## src/interval_set_coverage_table_defines.svh

```systemverilog
// Assertion macros for the interval set coverage table
`ifndef INTERVAL_SET_COVERAGE_TABLE_DEFINES_SVH
`define INTERVAL_SET_COVERAGE_TABLE_DEFINES_SVH
`define ISCT_ASSERT(lbl, prop) \
  lbl: assert property (@(posedge clk_i) disable iff (!rst_ni) prop) else $error("%m: lbl");
`define ISCT_ASSERT_NEXT(lbl, a, b) \
  lbl: assert property (@(posedge clk_i) disable iff (!rst_ni) (a) |=> (b)) else $error("%m: lbl");
`endif

```

## src/isct_pkg.sv

```systemverilog
// Shared types and constants of the interval set coverage table
package isct_pkg;
  localparam int unsigned MaxRangesDef = 16;
  localparam int unsigned CoordBitsDef = 32;
  localparam logic [2:0] ActFill = 3'd0;
  localparam logic [2:0] ActClear = 3'd1;
  localparam logic [2:0] ActPoint = 3'd2;
  localparam logic [2:0] ActAny = 3'd3;
  localparam logic [2:0] ActAll = 3'd4;
  localparam logic [1:0] StOk = 2'd0;
  localparam logic [1:0] StFull = 2'd1;
  localparam logic [1:0] StBad = 2'd2;
endpackage

```

## src/interval_set_coverage_table.sv

```systemverilog
// Interval set coverage table top level: sequencer and store
// Each transaction walks the stored intervals once: the store read is registered, then one
// entry is handled a cycle, with an extra beat when a fill lands before a stored entry or a
// clear splits one; a done state then registers the result.
// Ignored ranges and unused actions give their result straight after the accepting edge.
// One transaction at a time: the next is taken the cycle after the result is taken.
// Fill and clear write the new list into the other bank and swap at the end unless it overflows.
// Reset clears the count and bank select; stored entries are undefined.
module interval_set_coverage_table #(
  parameter int unsigned MAX_RANGES = isct_pkg::MaxRangesDef,
  parameter int unsigned COORD_BITS = isct_pkg::CoordBitsDef
) (
  input  logic        clk_i,
  input  logic        rst_ni,
  input  logic        in_valid_i,
  output logic        in_stall_o,
  input  logic [2:0]  action_i,
  input  logic [31:0] range_low_i,
  input  logic [31:0] range_high_i,
  output logic        out_valid_o,
  input  logic        out_stall_i,
  output logic        answer_o,
  output logic [1:0]  status_o,
  output logic [4:0]  entries_used_o
);
  import isct_pkg::*;
  `include "interval_set_coverage_table_defines.svh"

  localparam int unsigned AW = $clog2(MAX_RANGES);
  localparam int unsigned CW = $clog2(MAX_RANGES + 3);
  localparam int unsigned CB = (COORD_BITS < 32) ? COORD_BITS : 32;
  localparam logic [CW-1:0] MaxN = CW'(MAX_RANGES);

  typedef enum logic [1:0] {SIdle, SWalk, SDone} state_e;
  state_e state_q;
  logic bank_q, placed_q, hit_q, full_q;
  logic [2:0] act_q;
  logic [CB-1:0] l_q, r_q, lo_q, hi_q;
  logic [CW-1:0] cnt_q, idx_q, n_q;
  logic rdv_q;
  logic [2*CB-1:0] rd_data, wr_data;
  logic wr_en;
  logic [AW-1:0] wr_addr, rd_addr;
  logic out_v_q, ans_q;
  logic [1:0] st_q;
  logic [4:0] used_q;

  isct_mem #(.Depth(MAX_RANGES), .Width(2*CB)) u_mem (
    .clk_i, .rd_bank_i(bank_q), .rd_addr_i(rd_addr), .rd_data_o(rd_data),
    .wr_en_i(wr_en), .wr_bank_i(~bank_q), .wr_addr_i(wr_addr), .wr_data_i(wr_data)
  );

  logic [CB-1:0] e_lo, e_hi, in_l, in_r;
  assign e_lo = rd_data[2*CB-1:CB];
  assign e_hi = rd_data[CB-1:0];
  assign in_l = range_low_i[CB-1:0];
  assign in_r = range_high_i[CB-1:0];
  assign rd_addr = idx_q[AW-1:0];
  assign in_stall_o = (state_q != SIdle) || out_v_q;
  logic modify;
  assign modify = (act_q == ActFill) || (act_q == ActClear);
  logic last;
  assign last = rdv_q && (idx_q > cnt_q);
  logic accept;
  assign accept = in_valid_i && !in_stall_o;

  // write generation for one entry per cycle (fill or clear may emit two; handled by a
  // second beat using the split flag)
  logic split_q;
  logic [CB-1:0] sp_lo_q, sp_hi_q;
  always_comb begin
    wr_en = 1'b0;
    wr_addr = n_q[AW-1:0];
    wr_data = rd_data;
    if (state_q == SWalk && modify && !full_q) begin
      if (split_q) begin
        wr_en = n_q < MaxN; wr_data = {sp_lo_q, sp_hi_q};
      end else if (rdv_q && idx_q <= cnt_q && idx_q != '0) begin
        if (act_q == ActFill) begin
          if (e_hi < l_q) begin
            wr_en = n_q < MaxN;
          end else if (e_lo > r_q) begin
            wr_en = n_q < MaxN;
            if (!placed_q) wr_data = {lo_q, hi_q};
          end
        end else begin
          if (e_hi < l_q || e_lo > r_q) begin
            wr_en = n_q < MaxN;
          end else if (e_lo < l_q) begin
            wr_en = n_q < MaxN; wr_data = {e_lo, l_q - 1'b1};
          end else if (e_hi > r_q) begin
            wr_en = n_q < MaxN; wr_data = {r_q + 1'b1, e_hi};
          end
        end
      end else if (last && act_q == ActFill && !placed_q) begin
        wr_en = n_q < MaxN; wr_data = {lo_q, hi_q};
      end
    end
  end

  always_ff @(posedge clk_i or negedge rst_ni) begin
    if (!rst_ni) begin
      state_q <= SIdle; bank_q <= 1'b0; cnt_q <= '0; out_v_q <= 1'b0;
      idx_q <= '0; rdv_q <= 1'b0; split_q <= 1'b0;
      act_q <= ActFill; l_q <= '0; r_q <= '0; lo_q <= '0; hi_q <= '0;
      n_q <= '0; placed_q <= 1'b0; hit_q <= 1'b0; full_q <= 1'b0;
      sp_lo_q <= '0; sp_hi_q <= '0; ans_q <= 1'b0; st_q <= StOk; used_q <= '0;
    end else begin
      if (out_v_q && !out_stall_i) out_v_q <= 1'b0;
      unique case (state_q)
        SIdle: if (accept) begin
          act_q <= action_i; l_q <= in_l; lo_q <= in_l; hi_q <= in_r;
          r_q <= (action_i == ActPoint) ? in_l : in_r;
          idx_q <= '0; rdv_q <= 1'b0; n_q <= '0; placed_q <= 1'b0;
          hit_q <= 1'b0; full_q <= 1'b0; split_q <= 1'b0;
          if (action_i > ActAll) begin
            ans_q <= 1'b0; st_q <= StOk; used_q <= 5'(cnt_q); out_v_q <= 1'b1;
          end else if (action_i != ActPoint && in_l > in_r) begin
            ans_q <= 1'b0; st_q <= StBad; used_q <= 5'(cnt_q); out_v_q <= 1'b1;
          end else begin
            state_q <= SWalk;
          end
        end
        SWalk: begin
          if (split_q) begin
            split_q <= 1'b0;
            if (n_q >= MaxN) full_q <= 1'b1; else n_q <= n_q + 1'b1;
            idx_q <= idx_q + 1'b1;
          end else if (last) begin
            if (act_q == ActFill && !placed_q) begin
              if (n_q >= MaxN) full_q <= 1'b1; else n_q <= n_q + 1'b1;
            end
            state_q <= SDone;
          end else begin
            rdv_q <= 1'b1;
            if (rdv_q && idx_q != '0) begin
              unique case (1'b1)
                act_q == ActFill: begin
                  if (e_hi < l_q) begin
                    if (n_q >= MaxN) full_q <= 1'b1; else n_q <= n_q + 1'b1;
                  end else if (e_lo > r_q) begin
                    if (!placed_q) begin
                      placed_q <= 1'b1; split_q <= 1'b1;
                      sp_lo_q <= e_lo; sp_hi_q <= e_hi;
                    end
                    if (n_q >= MaxN) full_q <= 1'b1; else n_q <= n_q + 1'b1;
                  end else begin
                    if (e_lo < lo_q) lo_q <= e_lo;
                    if (e_hi > hi_q) hi_q <= e_hi;
                  end
                end
                act_q == ActClear: begin
                  if (e_hi < l_q || e_lo > r_q) begin
                    if (n_q >= MaxN) full_q <= 1'b1; else n_q <= n_q + 1'b1;
                  end else begin
                    if (e_lo < l_q || e_hi > r_q) begin
                      if (n_q >= MaxN) full_q <= 1'b1; else n_q <= n_q + 1'b1;
                    end
                    if (e_lo < l_q && e_hi > r_q) begin
                      split_q <= 1'b1; sp_lo_q <= r_q + 1'b1; sp_hi_q <= e_hi;
                    end
                  end
                end
                default: begin
                  if ((act_q == ActAll) ? (e_lo <= l_q && e_hi >= r_q)
                                        : (e_lo <= r_q && e_hi >= l_q)) hit_q <= 1'b1;
                end
              endcase
            end
            if (!((rdv_q && idx_q != '0) && ((act_q == ActFill && e_lo > r_q &&
                  e_hi >= l_q && !placed_q) ||
                  (act_q == ActClear && !(e_hi < l_q || e_lo > r_q) &&
                   e_lo < l_q && e_hi > r_q))))
              idx_q <= idx_q + 1'b1;
          end
        end
        SDone: begin
          state_q <= SIdle; out_v_q <= 1'b1;
          ans_q <= modify ? 1'b0 : hit_q;
          st_q <= (modify && full_q) ? StFull : StOk;
          if (modify && !full_q) begin
            bank_q <= ~bank_q; cnt_q <= n_q; used_q <= 5'(n_q);
          end else begin
            used_q <= 5'(cnt_q);
          end
        end
        default: state_q <= SIdle;
      endcase
    end
  end

  assign out_valid_o = out_v_q;
  assign answer_o = ans_q;
  assign status_o = st_q;
  assign entries_used_o = used_q;

  `ISCT_ASSERT(a_no_accept_busy, in_valid_i && !in_stall_o |-> state_q == SIdle && !out_v_q)
  `ISCT_ASSERT_NEXT(a_done_out, state_q == SDone, out_v_q && state_q == SIdle)
  `ISCT_ASSERT(a_cnt_range, cnt_q <= MaxN)
endmodule

```

## src/isct_mem.sv

```systemverilog
// Two-bank interval store, registered read, ping-pong between banks
module isct_mem #(
  parameter int unsigned Depth = 16,
  parameter int unsigned Width = 64
) (
  input  logic                     clk_i,
  input  logic                     rd_bank_i,
  input  logic [$clog2(Depth)-1:0] rd_addr_i,
  output logic [Width-1:0]         rd_data_o,
  input  logic                     wr_en_i,
  input  logic                     wr_bank_i,
  input  logic [$clog2(Depth)-1:0] wr_addr_i,
  input  logic [Width-1:0]         wr_data_i
);
  localparam int unsigned Slots = 2 ** ($clog2(Depth) + 1);

  logic [Width-1:0] mem_q [Slots];
  always_ff @(posedge clk_i) begin
    if (wr_en_i) mem_q[{wr_bank_i, wr_addr_i}] <= wr_data_i;
    rd_data_o <= mem_q[{rd_bank_i, rd_addr_i}];
  end
endmodule

```

## config.mk

```make
export PLATFORM = sky130hd
export DESIGN_NAME = interval_set_coverage_table
export DESIGN_NICKNAME = d
export VERILOG_FILES = /design/src/isct_pkg.sv /design/src/interval_set_coverage_table.sv /design/src/isct_mem.sv
export VERILOG_INCLUDE_DIRS = /design/src /design/src/src
export SDC_FILE = /design/constraint.sdc
export NUM_CORES = 2
export LEC_CHECK = 0
export BUFFER_PORTS_ARGS = -buffer_cell sky130_fd_sc_hd__buf_2
export CAP_MARGIN = 30
export CORE_MARGIN = 2
export CORE_UTILIZATION = 46
export CTS_CLUSTER_DIAMETER = 30
export CTS_CLUSTER_SIZE = 30
export DETAILED_ROUTE_END_ITERATION = 10
export GPL_ROUTABILITY_DRIVEN = 0
export HOLD_SLACK_MARGIN = 0.06
export PLACE_DENSITY = 0.65
export SLEW_MARGIN = 10
export SYNTH_ARGS = -nofsm -noshare
export SYNTH_HDL_FRONTEND = slang
export SYNTH_HIERARCHICAL = 1
export SYNTH_SLANG_ARGS = --single-unit
```

## constraint.sdc

```tcl
create_clock -name clk_i -period 7.05 [get_ports clk_i]
set_input_delay 1.0575 -clock clk_i [delete_from_list [all_inputs] [get_ports clk_i]]
set_output_delay 1.0575 -clock clk_i [all_outputs]
set_load 0.01 [all_outputs]
```

==> reports/qor.csv <==
metric,value,unit
clkSinkCount,2339,
path_max_fanout,37,
status,completed,
maxCapViolations,0,
clk_pin_slew,0.05,ns
ys_ff_latch,2339,
synth_warnings,6,
hp-class,input port to async pin,
initial_core_util,46.4,%
grt_use_total,27.0,%
portBuffers,80,
arrival,5.98,ns
first_pass_iters,5,
synth_top_area_share,62.4,%
tightest_slew,1.14,ns
num_rows,169,
cts_max_level,5,
finalCritPeriodShare,76.8,%
worst-path-buf-inv,2,
rsz0062_at_grt,false,
leakagePower,41.0,nW
startpoint_type,register,
syn_inst,5390,
end_kind,register,
clk_latency,1.01,ns
grt_first_pass_wirelength,420000,um
tns,0,ns
cts_setup_buffers,0,
ys.flop_type,edfxtp_1,
synth_fp_nets,5694,
ys_top_cells_by_area,"edfxtp_1 (62%), mux4_2 (14%), dfrtp_1 (5.8%)",
finalHoldViolCount,0,
antenna_found_initial,22,
synth_edf_count,2048,
relSlewSlack,23.8,%
setup_violations,0,
synth_cell_types,84,
via_count,57200,
synth_most_common_cell,edfxtp_1,
synthArstFlopShare,9.71,%
cts-buffers-inserted,447,
tritoncts,done,
required,7.62,ns
cts-resized-gates,0,
drt_wl_total,295000,um
die_height,467,um
route.detailed.wl_per_inst,32.6,um
min_period,5.41,ns
hpwlAfterDp,166000,um
grt_max_degree,97,
n_fill_cell,15800,
slew_viol_final,0,
yosysSeqAreaShare,69.4,%
clk_path_buf_depth,4,
crit_family,compound AO/OA/AOI/OAI gates,
critPathKind,register to register,
finish.net_count,6158,
route.detailed.drc,0,
final.setup_skew,0.152,ns
syn_area,98600,sq um
holdBufCountCts,0,
dieArea,218000,sq um
power_density,493,nW/um^2
boundaryPins,81,
ys_top_cells_by_count,"edfxtp_1 (2048), mux4_2 (602), nor2_1 (272)",
drive_gt1_share,30.6,%
vdd_drop_max,302,uV
vias_per_cell,6.32,
clock_tree.root_cell,clkbuf_16,
worstPathCellList,inv_1 > ha_1 > nand4_1 > nor4_1 > a21boi_1 > o31a_1 > or2_1 > and4_2 > buf_4 > nor2_1 > a2111oi_0 > a211o_1,
fin_util,56.3,%
synth.largest_area_cell,edfxtp_1,
slowest_stage,a211o_1,
slowest_delay,0.79,ns
avgSynthCellArea,18.3,sq um
die_x,467,um
grt_overflow,0,
drtIter0Drc,7884,
grt_pass1_vias,57300,
ant_nets,0,
area_growth_syn_to_layout,21.3,%
fmax,185,MHz
core_area,213000,sq um
## state kept, by name, indices dropped and copies added (netlist names), 2 cells and up
name             flops
r_q                 32
u_mem/mem_q       2048
hi_q                32
state_q              2
status_o             2
l_q                 32
n_q                  5
lo_q                32
sp_hi_q             32
cnt_q                5
idx_q                5
sp_lo_q             32
act_q                3
entries_used_o       5
u_mem/rd_data_o     64
## worst paths after layout
kind	cells past startpoint	slack, ns	startpoint	to
worst max-delay path	12	1.64	l_q[11]	u_mem/mem_q[31][52]
worst min-delay path	1	0.11	rst_ni	idx_q[2]
worst max register to register	12	1.64	l_q[11]	u_mem/mem_q[31][52]
worst min register to register	1	0.48	sp_lo_q[14]	sp_lo_q[14]
max in group asynchronous	3	5.68	rst_ni	sp_hi_q[12]
min in group clk_i	3	0.34	action_i[1]	act_q[1]
## layout by cell type, fill, tap and decap left out, types with 25 or more instances in the layout
cell and n:
a211o_1 25, a211oi_1 44, a21o_1 32, a21oi_1 195
a221o_1 26, a221oi_1 39, buf_12 49, buf_2 82
buf_4 118, bufinv_16 62, clkbuf_1 50, clkbuf_16 454
clkinv_1 46, clkinv_2 65, clkinv_4 35, clkinvlp_4 65
dfrtp_1 221, dfxtp_1 64, edfxtp_1 2048, ha_1 233
inv_1 185, mux2_2 194, mux2i_1 79, mux4_2 602
nand2_1 206, nand3_1 53, nand4_1 56, nor2_1 237
nor2_4 33, nor3_1 33, o21ai_0 105, o221ai_1 27
xnor2_1 57
## area by class of cell
cell class | instances | area (sq um) | share of cell area (%)
diodes | 7 | 17.5 | 0.0146
clock buffers | 518 | 11700 | 9.82
clock inverters | 299 | 3410 | 2.85
inverters | 187 | 702 | 0.587
multi-input cells | 2593 | 28600 | 23.9
flip-flops and latches | 2339 | 68500 | 57.3
well taps | 2821 | 3530 | 2.95
repair buffers | 286 | 3110 | 2.60
## per-layer routing
metal  part of all wire (%)  GRT usage [%]  wire [um]  up-vias
met5                  0.034              0        101        -
li1                       -              -          -    23000
met4                    4.4           11.4      13000       14
met2                     46           40.7     134000     3579
met3                     11           6.42      32900      664
met1                     39           37.9     115000    29900
## cells by family (layout without fill, tap and decap cells)
group                      count (synthesis)  after routing  synth area share (%)
xor gates and xnor gates                  58             58                 0.515
AOI/OAI and AO/OA                        674            674                  4.71
muxes                                    893            893                  17.0
buffers and inverters                    458           1290                  2.03
DFF                                     2339           2339                  69.4
other                                      0              7                     0
and+or+nand+nor                          735            735                  3.41
adders and majority gates                233            233                  2.96
## power by group
| group | internal (mW) | switching [mW] | leakage [nW] |
|---|---|---|---|
| Combinational | 6.51 | 11.1 | 12.0 |
| Clock | 14.1 | 7.08 | 7.24 |
| Sequential | 18.9 | 1.16 | 21.7 |
## metrics by stage
stage / total power [mW] / area (sq um) / cells / hold WS [ns] / setup slack [ns]
after global placement: 36.4 / 103000 / 8176 / 0.469 / 1.34
after floorplan: 30.4 / 98600 / 5390 / 0.459 / 0.712
after detailed placement: 37.2 / 104000 / 8211 / 0.476 / 1.61
after CTS: 58.5 / 119000 / 9028 / 0.0782 / 1.61
after global routing: 60.9 / 120000 / 9047 / 0.127 / 1.47
final: 58.9 / 120000 / 9050 / 0.114 / 1.64
(Power assumes the default switching activity.)
